===== config.mk =====
export PLATFORM = sky130hd
export DESIGN_NAME = olid_cell
export DESIGN_NICKNAME = d
export VERILOG_FILES = /design/src/rtl/core/olid_pkg.sv /design/src/rtl/core/olid_cell.sv
export SDC_FILE = /design/constraint.sdc
export NUM_CORES = 1
export LEC_CHECK = 0
export ABC_CLOCK_PERIOD_IN_PS = 3400
export BUFFER_PORTS_ARGS = -buffer_cell sky130_fd_sc_hd__buf_4
export CAP_MARGIN = 30
export CORE_UTILIZATION = 38
export CTS_BUF_LIST = sky130_fd_sc_hd__clkbuf_16
export DETAILED_ROUTE_END_ITERATION = 10
export HOLD_SLACK_MARGIN = 0.05
export PLACE_DENSITY = 0.79
export SETUP_SLACK_MARGIN = 0.02
export SLEW_MARGIN = 20
export SYNTH_ARGS = -nofsm -noshare
export SYNTH_HDL_FRONTEND = slang
export SYNTH_SLANG_ARGS = --single-unit
export TNS_END_PERCENT = 5

===== constraint.sdc =====
create_clock -name clk -period 3.4 [get_ports clk]
set_input_delay 0.51 -clock clk [delete_from_list [all_inputs] [get_ports clk]]
set_output_delay 0.51 -clock clk [all_outputs]
set_load 0.05 [all_outputs]

===== src/rtl/core/olid_pkg.sv =====
// Shared types and constants of the ordered list unit.
// Has no dependencies; used by the cell and the top level.
package olid_pkg;

	// Largest supported list and widths that cover it.
	localparam int CAPACITY_MAX = 64;
	localparam int CNT_W        = 7;
	localparam int POS_W        = 6;
	localparam int DATA_W       = 32;

	// Request actions as carried on the input tuser.
	localparam logic [1:0] ACT_FRONT  = 2'd0;
	localparam logic [1:0] ACT_BACK   = 2'd1;
	localparam logic [1:0] ACT_REMOVE = 2'd2;
	localparam logic [1:0] ACT_SHOW   = 2'd3;

	// Operation broadcast to every cell of the chain.
	typedef enum logic [2:0] {
		OP_HOLD,
		OP_FRONT,
		OP_BACK,
		OP_REMOVE,
		OP_ROTATE
	} cell_op_t;

	typedef struct packed {
		cell_op_t            op;
		logic [CNT_W-1:0]    count;
		logic [POS_W-1:0]    pos;
		logic [DATA_W-1:0]   value;
	} cell_ctrl_t;

endpackage


===== src/rtl/core/olid_cell.sv =====
// One storage cell of the ordered list chain.
// Depends on olid_pkg for the control struct and operation codes.
module olid_cell #(
	parameter int IDX = 0
) (
	input  logic                      clk,
	input  olid_pkg::cell_ctrl_t      ctrl,
	input  logic [olid_pkg::DATA_W-1:0] from_left,
	input  logic [olid_pkg::DATA_W-1:0] from_right,
	input  logic [olid_pkg::DATA_W-1:0] head,
	output logic [olid_pkg::DATA_W-1:0] data_q
);
	import olid_pkg::*;

	logic [CNT_W-1:0] my_idx;
	logic [DATA_W-1:0] data_d;

	assign my_idx = CNT_W'(IDX);

	// Pick the next content of this cell from the broadcast operation.
	always_comb begin
		data_d = data_q;
		case (ctrl.op)
			OP_FRONT: begin
				data_d = (IDX == 0) ? ctrl.value : from_left;
			end
			OP_BACK: begin
				if (my_idx == ctrl.count) begin
					data_d = ctrl.value;
				end
			end
			OP_REMOVE: begin
				if (my_idx >= {1'b0, ctrl.pos}) begin
					data_d = from_right;
				end
			end
			OP_ROTATE: begin
				data_d = (my_idx == ctrl.count - CNT_W'(1)) ? head : from_right;
			end
			default: begin
				data_d = data_q;
			end
		endcase
	end

	// Entries are undefined until written, so the cell has no reset.
	always_ff @(posedge clk) begin
		data_q <= data_d;
	end

endmodule


==> results.txt, run 1 <==
status = complete, no violations
Initial Util = 0.394
Syn Nets = 341
Placed Area = 0.00310 mm^2
vias in the first global route = 2,241
Reg with most FFs = data_q
cts hold-fix bufs = 0
WS Path Type = input pin to flop
GP Congestion = 0.799
Critical path origin = ctrl[45]
Die W = 74.6 um
initial antenna violation count = 0
drt pass-1 iters = 4
CP Capture Type = flop
RSZ-0062 raised after global routing = no
synthesized flop and latch total = 32
cells along the critical path = buf_4 -> nand3b_1 -> buf_4 -> o22ai_1 -> nor2_1 -> a221o_1
hold endpoint = data_q[21]
layout cell share with drive strength beyond 1 = 0.485
# setup viols final = 0
worst slew pin tran = 0.798 ns
Post-Route Setup TNS = 0 ns
via count = 2,279
Synth cell types = 24
yosys warns = 0
Die Span Y = 74.6 um
Final Hold Fails = 0
first-pass GRT wire length = 9850 um
clk slew on worst S/H paths = 0.05 ns
Sink Count = 32
clock buffer depth = 2
Top Ports = 177
Post-DP HPWL = 4520 um
hold-critical path depth = 2
post-route cell area = 0.00323 mm^2
Post-Syn Area = 0.00200 mm^2
worst endpoint required time = 3.42 ns
Peak VDD IR = 0.199 mV
DRT iter0 DRCs = 125
FILL cells = 446
f_max = 472 MHz
Post-route DRC = 0
Hold Path Class = input pin to flop
total wire length = 6480 um
min-delay src = head[21]
final worst path period need = 2.12 ns
max reg flops = 32
Inserted Clock Buffers = 5
number of port buffers = 144
Routed Antenna Nets = 0
type of origin of the critical path = input pin
Rows = 26
post-CTS sizing = 0
crit path max-delay cell type = nand3b_1
nets = 477
Root Driver = clkbuf_16
wire per inst = 16.1 um
Syn-to-layout area delta = 61.7%
antenna cells = 0
WP data arrival = 2.14 ns
Core Box Area = 0.00507 mm^2
max incr delay on CP = 0.40 ns
most frequent CP cell = buf_4
post-CTS setup buffer count = 0
Leakage Power = 0.00140 uW
Syn Inst Count = 196
Pwr Density = 436 mW/mm^2
Slew Limit Fails = 0
TritonCTS clock tree = yes
crit path max fanout = 36
vias per cell = 5.67
sequential share of the synthesized area = 0.480
Max-cap violations = 0
global route total overflow = 0
GRT Total Usage = 0.237
largest net degree at the start of global routing = 37
Top Registers = data_q x32
Max-slew headroom = 0.467
final worst path period share = 0.624
Mapped Avg Cell Area = 10.2 um^2
Die ar. = 0.00556 mm^2
H-tree level count = 2
-- cells in the final DEF (no fill, tap or decap), drive strengths merged --
cell / n
inv: 1
nor2: 33
nand3b: 1
clkinv: 1
nand3: 2
nand2b: 1
nor4: 1
nor2b: 2
o21a: 1
buf: 150
a221o: 31
or2: 1
or4: 1
clkbuf: 5
mux2i: 1
edfxtp: 32
a21oi: 32
o31a: 1
o21ai: 2
o22ai: 33
-- stage by stage --
stage | power (uW) | hold WS (ns) | cells | worst slack (ns) | utilization
finish | 1410 | 0.535 | 402 | 1.28 | 0.637
detailed placement | 1010 | 0.812 | 395 | 1.01 | 0.611
global placement | 1000 | 0.811 | 395 | 1.04 | 0.611
floorplan | 805 | 0.724 | 196 | 0.819 | -
global route | 1470 | 0.523 | 402 | 1.13 | 0.637
CTS | 1420 | 0.529 | 402 | 1.31 | 0.637
-- kinds of logic after synthesis --
kind of cell           count (synthesis)  share of synthesized area
flip-flops                            32                      0.480
multiplexers                           1                    0.00500
AND/OR/NAND/NOR                       42                      0.105
buffers and inverters                 21                     0.0582
AO/OA/AOI/OAI                        100                      0.351
-- Yosys cell counts (all sizes together) --
master	count	area, um^2
nor2b	2	20.0
o31a	1	8.76
a21oi	32	160
or2	1	6.26
a221o	31	310
o22ai	33	206
nand3	2	15.0
buf	10	75.1
nand2b	1	6.26
clkbuf	11	41.3
mux2i	1	10.0
edfxtp	32	961
nor4	1	21.3
or4	1	7.51
o21a	1	7.51
o21ai	2	10.0
nor2	33	126
nand3b	1	7.51
-- how the worst max path moves through the flow --
stage / depth (start not counted) / end / slack [ns]
after floorplan: 4 / data_q[0] / 0.82
after global placement: 6 / data_q[23] / 1.04
after detailed placement: 6 / data_q[9] / 1.01
after CTS: 6 / data_q[6] / 1.31
after global routing: 6 / data_q[14] / 1.13
final: 6 / data_q[6] / 1.28
-- worst max-delay path, delay by kind of cell --
kind,cells,cell delay (ns)
AND/OR/NAND/NOR,2,0.48
buffers and inverters,2,0.71
AO/OA/AOI/OAI,2,0.42
-- cell type report --
cell class / instances / area [um^2] / area share
clock inverter: 2 / 8.76 / 0.00271
sequential: 32 / 961 / 0.297
tap: 70 / 87.6 / 0.0271
clock buffer: 5 / 125 / 0.0387
multi-input combinational: 143 / 926 / 0.286
timing repair buffer: 150 / 1130 / 0.348
-- power breakdown --
part	internal, uW	total (uW)	switching [uW]
Sequential	496	508	12.4
Combinational	203	496	293
Clock	262	407	145
-- metal layers --
metal | routed length [um] | global-route usage | share of wire
met1 | 2470 | 0.254 | 0.38
met4 | 132 | 0.103 | 0.020
met2 | 3310 | 0.431 | 0.51
met5 | 0 | 0 | 0
met3 | 570 | 0.0705 | 0.088
Power figures use the tool's default switching activity.
==> run 2, diff against run 1 <==
--- a/config.mk
+++ b/config.mk
@@ -5,7 +5,7 @@
 export SDC_FILE = /design/constraint.sdc
 export NUM_CORES = 1
 export LEC_CHECK = 0
-export ABC_CLOCK_PERIOD_IN_PS = 3400
+export ABC_CLOCK_PERIOD_IN_PS = 2110
 export BUFFER_PORTS_ARGS = -buffer_cell sky130_fd_sc_hd__buf_4
 export CAP_MARGIN = 30
 export CORE_UTILIZATION = 38
==> constraint.sdc (replaced) <==
create_clock -name clk -period 2.11 [get_ports clk]
set_input_delay 0.3165 -clock clk [delete_from_list [all_inputs] [get_ports clk]]
set_output_delay 0.3165 -clock clk [all_outputs]
set_load 0.05 [all_outputs]
==> results.txt, run 2 (synthesized netlist as in run 1, its figures left out) <==
total wire length = 6710 um (was 6480 um)
vias in the first global route = 2,225 (was 2,241)
final worst path period share = 0.919
sequential power share = 0.358 (was 0.360)
CP Capture Type = flop (unchanged)
first-pass GRT wire length = 10,100 um (was 9850 um)
Max-cap violations = 0 (unchanged)
wire per inst = 16.5 um (was 16.1 um)
DRT iter0 DRCs = 146 (was 125)
status = complete, no violations (unchanged)
antenna cells = 0 (unchanged)
Leakage Power = 0.00143 uW (was 0.00140 uW)
RSZ-0062 raised after global routing = no (unchanged)
number of port buffers = 144 (unchanged)
crit path max-delay cell type = nor2_2 (was nand3b_1)
Power, Total = 2290 uW (was 1410 uW)
Slew Limit Fails = 0 (unchanged)
setup slack after placement = -0.118 ns (was 1.01 ns)
most frequent CP cell = buf_4 (unchanged)
global route total overflow = 0 (unchanged)
Net Sw Frac = 0.319 (about the same)
clk slew on worst S/H paths = 0.05 ns (about the same)
Core Box Area = 0.00507 mm^2 (unchanged)
max reg flops = 32 (unchanged)
Routed Antenna Nets = 0 (unchanged)
post-CTS setup buffer count = 0 (unchanged)
drt pass-1 iters = 4 (unchanged)
Final WS setup = 0.172 ns (was 1.28 ns)
Top Registers = data_q x32 (unchanged)
WP data arrival = 2.06 ns (was 2.14 ns)
Peak VDD IR = 0.432 mV (was 0.199 mV)
Die Span Y = 74.6 um (unchanged)
Die ar. = 0.00556 mm^2 (unchanged)
f_max = 516 MHz
leading cell type in the layout, fill and taps excluded = buf_4 (unchanged)
Syn-to-layout area delta = 65.2% (was 61.7%)
Hold Path Class = input pin to flop (unchanged)
cts hold-fix bufs = 0 (unchanged)
min-delay src = head[1] (was head[21])
Final Hold Fails = 0 (unchanged)
Inserted Clock Buffers = 5 (unchanged)
Post-DP HPWL = 4780 um (was 4520 um)
max incr delay on CP = 0.65 ns (was 0.40 ns)
final worst path period need = 1.94 ns
commonest non-fill, non-tap cells in the layout = 154 x buf_4, 33 x o22ai_1, 32 x a21oi_1, 32 x nor2_1, 32 x edfxtp_1 (was 150 x buf_4, 33 x o22ai_1, 32 x a21oi_1, 32 x nor2_1, 32 x edfxtp_1)
Root Driver = clkbuf_16 (unchanged)
Pwr Density = 693 mW/mm^2 (was 436 mW/mm^2)
# setup viols final = 0 (unchanged)
WHS = 0.349 ns (was 0.535 ns)
Critical path origin = ctrl[39] (was ctrl[45])
worst endpoint required time = 2.23 ns (was 3.42 ns)
H-tree level count = 2 (unchanged)
worst slew pin tran = 0.837 ns (was 0.798 ns)
Post-route DRC = 0 (unchanged)
Initial Util = 0.394 (unchanged)
Comb power frac = 0.358 (was 0.352)
GP Congestion = 0.780 (was 0.799)
Post-Route Setup TNS = 0 ns (unchanged)
Sink Count = 32 (unchanged)
Die W = 74.6 um (unchanged)
Top Ports = 177 (unchanged)
via count = 2,278 (was 2,279)
clock buffer depth = 2 (unchanged)
nets = 483 (was 477)
post-CTS sizing = 0 (unchanged)
TritonCTS clock tree = yes (unchanged)
P_int = 1560 uW (was 960 uW)
WS Path Type = input pin to flop (unchanged)
Rows = 26 (unchanged)
layout cell share with drive strength beyond 1 = 0.494 (was 0.485)
placed cells = 401 (was 395)
vias per cell = 5.58 (was 5.67)
type of origin of the critical path = input pin (unchanged)
largest net degree at the start of global routing = 36 (was 37)
Max-slew headroom = 0.441 (was 0.467)
crit path max fanout = 19 (was 36)
cells along the critical path = buf_4 -> nor4_4 -> nand3_2 -> nor2_2 -> buf_4 -> a221o_1 (was buf_4 -> nand3b_1 -> buf_4 -> o22ai_1 -> nor2_1 -> a221o_1)
GRT Total Usage = 0.244 (was 0.237)
Clock power frac = 0.284 (was 0.288)
Reg with most FFs = data_q (unchanged)
initial antenna violation count = 0 (unchanged)
switching power total = 729 uW (was 451 uW)
Finished Layout Cells = 408 (was 402)
run 2: changes by cell type in the layout (fill, tap and decap cells not counted), sizes merged:
cell,delta
clkinv,+1
inv,-1
buf,+6
run 2: layout make-up:
| type | instances | area, um^2 |
|---|---|---|
| fillers | 454 | 1770 |
| repair buffers | 156 | 1200 |
| flip-flops and latches | 32 | 961 |
| multi-input cells | 143 | 927 |
| clock buffers | 5 | 125 |
| well taps | 70 | 87.6 |
| clock inverters | 2 | 7.51 |
run 2: path summary, 6_finish.rpt:
| path | end | slack, ns | cells past startpoint |
|---|---|---|---|
| max | data_q[25] | 0.17 | 6 |
| min | data_q[1] | 0.35 | 2 |
run 2: critical path: cells and delay by family:
| kind | cells | cell delay, ns |
|---|---|---|
| AND/OR/NAND/NOR | 3 | 1.10 |
| buffers and inverters | 2 | 0.46 |
| AO/OA/AOI/OAI | 1 | 0.18 |
run 2: power by group through the flow:
stage / combinational (uW) / clock, uW / sequential, uW
2_1_floorplan: 189 / 0 / 1110
3_3_place_gp: 807 / 0 / 829
3_5_place_dp: 820 / 0 / 832
4_1_cts: 821 / 665 / 820
5_1_grt: 867 / 688 / 826
6_report: 820 / 650 / 819
run 2: routing by layer:
metal | vias up | wire [um] | track usage
met3 | 4 | 432 | 0.0407
met4 | 0 | 61 | 0.0650
met2 | 107 | 3600 | 0.448
met1 | 1073 | 2620 | 0.293
met5 | - | 0 | 0
li1 | 1094 | - | -
run 2: stage by stage:
stage | instance area [um^2] | utilization
CTS | 3300 | 0.651
finish | 3300 | 0.651
floorplan | 2000 | -
global placement | 3170 | 0.625
detailed placement | 3170 | 0.625
global route | 3300 | 0.651
==> run 3, diff against run 2 <==
--- a/config.mk
+++ b/config.mk
@@ -12,7 +12,8 @@
 export CTS_BUF_LIST = sky130_fd_sc_hd__clkbuf_16
 export DETAILED_ROUTE_END_ITERATION = 10
 export HOLD_SLACK_MARGIN = 0.05
-export PLACE_DENSITY = 0.79
+export MAX_ROUTING_LAYER = met4
+export PLACE_DENSITY = 0.89
 export SETUP_SLACK_MARGIN = 0.02
 export SLEW_MARGIN = 20
 export SYNTH_ARGS = -nofsm -noshare
==> results.txt, run 3 (synthesized netlist as in run 1, its figures left out) <==
status = complete, no violations (unchanged)
cts hold-fix bufs = 0 (unchanged)
DRT iter0 DRCs = 155 (was 146)
RSZ-0062 raised after global routing = no (unchanged)
Initial Util = 0.394 (unchanged)
total wire length = 6780 um (was 6710 um)
H-tree level count = 2 (unchanged)
max reg flops = 32 (unchanged)
clock buffer depth = 2 (unchanged)
Critical path origin = ctrl[37] (was ctrl[39])
Core Box Area = 0.00507 mm^2 (unchanged)
WP data arrival = 1.73 ns (was 2.06 ns)
via count = 2,288 (was 2,278)
TritonCTS clock tree = yes (unchanged)
CP Capture Type = flop (unchanged)
# setup viols final = 0 (unchanged)
Die Span Y = 74.6 um (unchanged)
Die W = 74.6 um (unchanged)
Top Registers = data_q x32 (unchanged)
Final WS setup = 0.352 ns (was 0.172 ns)
final worst path period need = 1.76 ns (was 1.94 ns)
Net Sw Frac = 0.319 (about the same)
Comb power frac = 0.358 (about the same)
Top Ports = 177 (unchanged)
number of port buffers = 144 (unchanged)
antenna cells = 0 (unchanged)
commonest non-fill, non-tap cells in the layout = 150 x buf_4, 33 x o22ai_1, 32 x a21oi_1, 32 x nor2_1, 32 x edfxtp_1 (was 154 x buf_4, 33 x o22ai_1, 32 x a21oi_1, 32 x nor2_1, 32 x edfxtp_1)
FILL cells = 439 (was 454)
global route total overflow = 0 (unchanged)
wire per inst = 16.8 um (was 16.5 um)
Hold Path Class = input pin to flop (unchanged)
Peak VDD IR = 0.399 mV (was 0.432 mV)
largest net degree at the start of global routing = 34 (was 36)
GP Congestion = 0.749 (was 0.780)
Max-cap violations = 0 (unchanged)
Root Driver = clkbuf_16 (unchanged)
Inserted Clock Buffers = 5 (unchanged)
vias per cell = 5.66 (was 5.58)
worst endpoint required time = 2.08 ns (was 2.23 ns)
first-pass GRT wire length = 9930 um (was 10,100 um)
nets = 479 (was 483)
initial antenna violation count = 0 (unchanged)
type of origin of the critical path = input pin (unchanged)
final worst path period share = 0.833 (was 0.919)
GRT Total Usage = 0.244 (about the same)
crit path max fanout = 20 (was 19)
Clock power frac = 0.283 (was 0.284)
post-CTS sizing = 0 (unchanged)
Final Core Density = 0.645 (was 0.651)
crit path capture = data_q[12] (was data_q[25])
Post-route DRC = 0 (unchanged)
Reg area = 961 um^2 (unchanged)
Syn-to-layout area delta = 63.7% (was 65.2%)
leading cell type in the layout, fill and taps excluded = buf_4 (unchanged)
Sink Count = 32 (unchanged)
layout cell share with drive strength beyond 1 = 0.488 (was 0.494)
Routed Antenna Nets = 0 (unchanged)
Post-DP HPWL = 4870 um (was 4780 um)
switching power total = 728 uW (was 729 uW)
Die ar. = 0.00556 mm^2 (unchanged)
P_int = 1560 uW (about the same)
WS Path Type = input pin to flop (unchanged)
Max-slew headroom = 0.467 (was 0.441)
Rows = 26 (unchanged)
Reg with most FFs = data_q (unchanged)
multi-input logic area = 927 um^2 (unchanged)
Final Hold Fails = 0 (unchanged)
Leakage Power = 0.00141 uW (was 0.00143 uW)
setup slack after placement = 0.0767 ns (was -0.118 ns)
sequential power share = 0.359 (was 0.358)
vias in the first global route = 2,198 (was 2,225)
Slew Limit Fails = 0 (unchanged)
drt pass-1 iters = 4 (unchanged)
post-CTS setup buffer count = 0 (unchanged)
clk slew on worst S/H paths = 0.05 ns (about the same)
Post-Route Setup TNS = 0 ns (unchanged)
worst slew pin tran = 0.798 ns (was 0.837 ns)
f_max = 569 MHz (was 516 MHz)
Pwr Density = 698 mW/mm^2 (was 693 mW/mm^2)
-- run 3: changes by cell type in the layout (fill, tap and decap cells not counted) --
cell,previous run,this run
buf_4,154,150
-- run 3: worst max-delay path: stages --
cell	delay, ns
buf_4	0.10
or4_1	0.51
o31a_1	0.24
o21ai_0	0.15
o21a_2	0.22
buf_12	0.18
-- run 3: stage by stage --
step / power (uW) / area, um^2 / std cells / hold WS, ns
final: 2290 / 3270 / 404 / 0.348
after detailed placement: 1650 / 3140 / 397 / 0.620
after global placement: 1630 / 3140 / 397 / 0.617
after global routing: 2370 / 3270 / 404 / 0.348
after floorplan: 1300 / 2000 / 196 / 0.531
after CTS: 2300 / 3270 / 404 / 0.344
-- run 3: routing by layer --
metal / part of all wire / vias up / track usage
met5: 0 / - / -
met4: 0.015 / 0 / 0.0922
met3: 0.082 / 10 / 0.0542
met2: 0.53 / 129 / 0.433
met1: 0.38 / 1063 / 0.264
li1: - / 1086 / -
-- run 3: area by class of cell --
type	instances	share of cell area
well taps	70	0.0267
flip-flops and latches	32	0.293
multi-input cells	143	0.283
clock inverters	2	0.00229
repair buffers	152	0.356
clock buffers	5	0.0382
-- run 3: power by group through the flow --
stage               registers [uW]  clock network, uW  logic, uW
finish                         820                648        818
global route                   828                681        862
CTS                            820                662        818
detailed placement             832                  0        817
global placement               829                  0        800
floorplan                     1110                  0        189
-- run 3: worst min-delay path by stage --
stage | end | cells past startpoint | from
floorplan | data_q[0] | 1 | head[0]
global placement | data_q[13] | 2 | head[13]
detailed placement | data_q[31] | 2 | head[31]
CTS | data_q[8] | 2 | head[8]
global route | data_q[7] | 2 | head[7]
finish | data_q[8] | 2 | head[8]
